`src/pmst_pkg.sv`:
```
// package: types, codes and constants of the slot table
`timescale 1ns / 1ps
package pmst_pkg;
   localparam int SLOT_COUNT_DEFAULT = 16;
   localparam logic [15:0] MAX_DEPTH_RESET = 16'd256;
   localparam logic [11:0] MERGE_FACTOR_RESET = 12'd256;

   localparam logic [1:0] OUTCOME_MERGED  = 2'd0;
   localparam logic [1:0] OUTCOME_FILLED  = 2'd1;
   localparam logic [1:0] OUTCOME_DROPPED = 2'd2;

   localparam logic CSR_MAX_DEPTH    = 1'b0;
   localparam logic CSR_MERGE_FACTOR = 1'b1;

   typedef struct packed {
      logic signed [15:0] point_x;
      logic signed [15:0] point_y;
      logic signed [15:0] point_z;
      logic signed [15:0] shove_x;
      logic signed [15:0] shove_y;
      logic signed [15:0] shove_z;
      logic signed [15:0] surface_nx;
      logic signed [15:0] surface_ny;
      logic signed [15:0] surface_nz;
      logic [15:0]        hit_radius;
      logic signed [15:0] hit_depth;
   } req_type;

   typedef struct packed {
      logic [1:0]  outcome;
      logic [3:0]  slot_index;
      logic [15:0] slot_depth;
      logic [4:0]  active_count;
   } rsp_type;

   typedef enum logic [2:0] {
      ST_IDLE, ST_PREP, ST_SCAN, ST_MERGE, ST_FILL, ST_DROP
   } state_type;

   // controller to datapath
   typedef struct packed {
      logic load;
      logic prep;
      logic scan_step;
      logic do_merge;
      logic do_fill;
      logic do_drop;
   } cmd_type;

   // datapath to controller
   typedef struct packed {
      logic scan_done;
      logic hit;
      logic any_free;
   } sts_type;
endpackage

```
`src/pmst_ctrl.sv`:
```
// controller state machine of the slot table
`timescale 1ns / 1ps
module pmst_ctrl
   import pmst_pkg::*;
(
   input  logic    clock,
   input  logic    reset,
   input  logic    start,
   output logic    busy,
   input  sts_type sts,
   output cmd_type cmd
);
   state_type state_ff, state_in;

   // next state
   always_comb begin
      state_in = state_ff;
      unique case (state_ff)
         ST_IDLE:  if (start) state_in = ST_PREP;
         ST_PREP:  state_in = ST_SCAN;
         ST_SCAN: begin
            if (sts.hit) state_in = ST_MERGE;
            else if (sts.scan_done) state_in = sts.any_free ? ST_FILL : ST_DROP;
         end
         ST_MERGE: state_in = ST_IDLE;
         ST_FILL:  state_in = ST_IDLE;
         ST_DROP:  state_in = ST_IDLE;
         default:  state_in = ST_IDLE;
      endcase
   end

   always_ff @(posedge clock) begin
      if (reset) state_ff <= ST_IDLE;
      else state_ff <= state_in;
   end

   // outputs
   always_comb begin
      cmd = '0;
      busy = (state_ff != ST_IDLE);
      unique case (state_ff)
         ST_IDLE:  cmd.load = start;
         ST_PREP:  cmd.prep = 1'b1;
         ST_SCAN:  cmd.scan_step = !sts.hit && !sts.scan_done;
         ST_MERGE: cmd.do_merge = 1'b1;
         ST_FILL:  cmd.do_fill = 1'b1;
         ST_DROP:  cmd.do_drop = 1'b1;
         default:  cmd = '0;
      endcase
   end
endmodule

```
`config.mk`:
```
export PLATFORM = sky130hd
export DESIGN_NAME = pmst_ctrl
export DESIGN_NICKNAME = d
export VERILOG_FILES = /design/src/pmst_pkg.sv /design/src/pmst_ctrl.sv
export SDC_FILE = /design/constraint.sdc
export NUM_CORES = 1
export LEC_CHECK = 0
export ABC_AREA = 1
export BUFFER_PORTS_ARGS = -buffer_cell sky130_fd_sc_hd__clkbuf_2
export CAP_MARGIN = 20
export CORE_AREA = 2 2 39 41
export CTS_CLUSTER_DIAMETER = 60
export DETAILED_ROUTE_END_ITERATION = 10
export DIE_AREA = 0 0 41 43
export SETUP_SLACK_MARGIN = 0.3
export SLEW_MARGIN = 40
export SYNTH_ARGS = -nofsm -noshare
export SYNTH_HDL_FRONTEND = slang
export SYNTH_SLANG_ARGS = --single-unit
```
`constraint.sdc`:
```
create_clock -name clock -period 2.25 [get_ports clock]
set_input_delay 0.1125 -clock clock [delete_from_list [all_inputs] [get_ports clock]]
set_output_delay 0.1125 -clock clock [all_outputs]
set_load 0.05 [all_outputs]
```
==> summary.txt <==
Global routing
  – First-pass GRT wire length: 738 microns
  – Initial antenna violation count: 0
  – GRT Util Overall: 6.32%
  – Number of global-route vias before repair: 221
  – Gr ovfl total: 0
  – Pin count of the biggest net entering global routing: 8

Critical path
  – CP Capture Type: output port
  – Crit path max-delay family: simple AND/OR/NAND/NOR gates
  – Worst Setup EP: cmd[5]
  – Crit path largest cell delay: 0.34 ns
  – Critical path depth: 4
  – Reg-to-Reg Start: state_ff[1]
  – Critical path class: flop to output port
  – CP Max Fanout: 6
  – Worst Setup Start Kind: flop
  – R2r setup slk: 1.33 ns
  – Arrival @ worst endpoint: 1.20 ns
  – Crit-path cells: nor2_4 > nand2_1 > nor2_1 > clkbuf_2
  – Crit Reg-Reg Endpoint: state_ff[1]
  – CP required: 2.14 ns
  – Buffers & Inverters on Critical Path: 1
  – Crit path launch: state_ff[0]
  – R2R cell count: 5
  – Worst path slowest cell: dfxtp_1

Floorplanning
  – Die Y: 43 microns
  – Die area: 0.00176 sq mm
  – Ports: 13
  – Num rows: 14
  – Die span in x: 41 microns
  – Core Box Area: 0.00138 sq mm
  – Initial cell density of the core: 15.3%

Yosys
  – Synth area leaders: dfxtp_1 28%, inv_1 16%, nand3_1 14%
  – Mapped Avg Cell Area: 5.87 sq um
  – Top FF cell, synth: dfxtp_1
  – Yosys warns: 0
  – Post-synth EDFFs: 0
  – FF+latch count, synth: 3
  – Post-synthesis cell count: 36
  – Cell Area, Synth: 211 sq um
  – Ys async rst share: 0%
  – Post-synth top area cell: dfxtp_1
  – Netlist cell types: 10
  – Seq/Total Area, Yosys: 28.4%
  – Synthesized Nets: 42
  – Share of the synthesized area in the top cell type: 28.4%
  – Most frequent cell after synthesis: inv_1
  – Commonest cells in the synthesized netlist: 9 x inv_1, 7 x nand2_1, 6 x nand3_1, 4 x nor2_1

Finish
  – Biggest regs: state_ff (3)
  – FILL cells: 157
  – Area of the multi-input gates: 114 sq um
  – Most flops, register: state_ff
  – Register Area: 60.1 sq um
  – Final nets: 59
  – Largest register FFs: 3
  – Fin area: 318 sq um
  – Fraction of layout cells with a size suffix above 1: 36.5%
  – Antenna Cells: 0
  – Area Growth Syn to Fin: 50.3%

Clock tree
  – Root Driver: clkbuf_4
  – Post-CTS setup buffers: 0
  – Longest Clk Path Bufs: 2
  – TritonCTS clock tree: built
  – H-tree levels: 1
  – Clock edge transition at the registers on the reported setup and hold paths: 0.04 ns
  – Worst-skew pair later-pin latency: 0.23 ns
  – Clock sink count: 3
  – # hold bufs at CTS: 0
  – Number of gates resized after CTS: 0
  – Clock buffer count from CTS: 3

Routing
  – DR iter-0 viols: 0
  – Routed wire per std cell: 7.19 microns
  – DRT Wirelength: 489 microns
  – Via Count: 242
  – DR pass1 iterations: 1
  – Vias per inst: 3.56
  – DRC viols: 0
  – Routed Antenna Nets: 0

Placed design
  – Port-buffer cells: 12
  – Post-DP HPWL: 423 microns
  – DP Worst Slack: 1.16 ns
  – Placed cell area: 292 sq um
  – RePlAce Congestion: 0.656

Timing
  – Slew Limit Fails: 0
  – Min cycle time layout: 1.31 ns
  – F_max: 761 MHz
  – Slew headroom: 81.6%
  – Clk_skew: 0.00178 ns
  – Worst-margin pin slew: 0.277 ns
  – Hold Vio Cnt, Final: 0
  – Setup TNS: 0 ns
  – Fin crit share: 58.4%
  – Count of final setup violators: 0
  – Worst setup margin: 0.935 ns
  – Final hold slack: 0.0595 ns
  – RSZ-0062 raised after global routing: no

Pwr
  – Pwr/cell area: 799 mW/mm^2
  – Leak pwr: 0.000200 uW
  – Worst vdd ir: 0.249 mV
  – Power Total: 254 uW

Hold path
  – Hold Path Class: input pin to flop
  – HP Start: reset

Job
  – Max cap viols: 0

Run status
  – Outcome: completed
-- cells by family (layout without fill, tap and decap cells) --
family,after synthesis,in the layout,synth area share [%]
flops,3,3,28.4
buf+inv,10,26,17.7
simple gates,23,23,53.8
-- area by class of cell --
cell class	instances	area share, %
Multi-Input combinational cell	23	35.8
Sequential cell	3	18.9
Timing Repair Buffer	12	18.9
Inverter	10	11.8
Clock buffer	4	8.27
Tap cell	16	6.30
-- through the flow --
stage               utilization, %  instances
global placement              21.1         64
floorplan                        -         36
finish                        23.0         68
CTS                           23.0         68
detailed placement            21.1         64
global route                  23.0         68
-- worst min path at each step --
| stage | cells after the start | slack, ns | end |
|---|---|---|---|
| 6_report | 2 | 0.06 | state_ff[2] |
| 5_1_grt | 2 | 0.06 | state_ff[2] |
| 3_3_place_gp | 2 | 0.30 | state_ff[2] |
| 3_5_place_dp | 2 | 0.30 | state_ff[2] |
| 2_1_floorplan | 1 | 0.18 | state_ff[2] |
| 4_1_cts | 2 | 0.06 | state_ff[2] |
-- report_power, final --
group | internal (uW) | switching, uW
registers | 58.7 | 8.26
logic | 25.1 | 69.0
clock network | 66.4 | 26.6
-- per-layer routing --
layer / GRT usage [%] / up-vias / part of all wire, %
met2: 10.3 / 6 / 50
met1: 5.77 / 97 / 43
met5: 0 / - / 0
met4: 4.00 / 0 / 0
li1: - / 139 / -
met3: 3.14 / 0 / 6.7
-- cell usage in the layout, fill, tap and decap left out --
| master | count |
|---|---|
| nor3_1 | 3 |
| clkbuf_4 | 3 |
| nor2_2 | 1 |
| dfxtp_1 | 3 |
| inv_1 | 9 |
| inv_2 | 1 |
| clkbuf_1 | 1 |
| nand2_1 | 7 |
| clkbuf_2 | 12 |
| nor2_1 | 4 |
| nand3_1 | 6 |
| nand3_2 | 1 |
| nor2_4 | 1 |
Note: power is estimated with default switching activity, not from simulation.
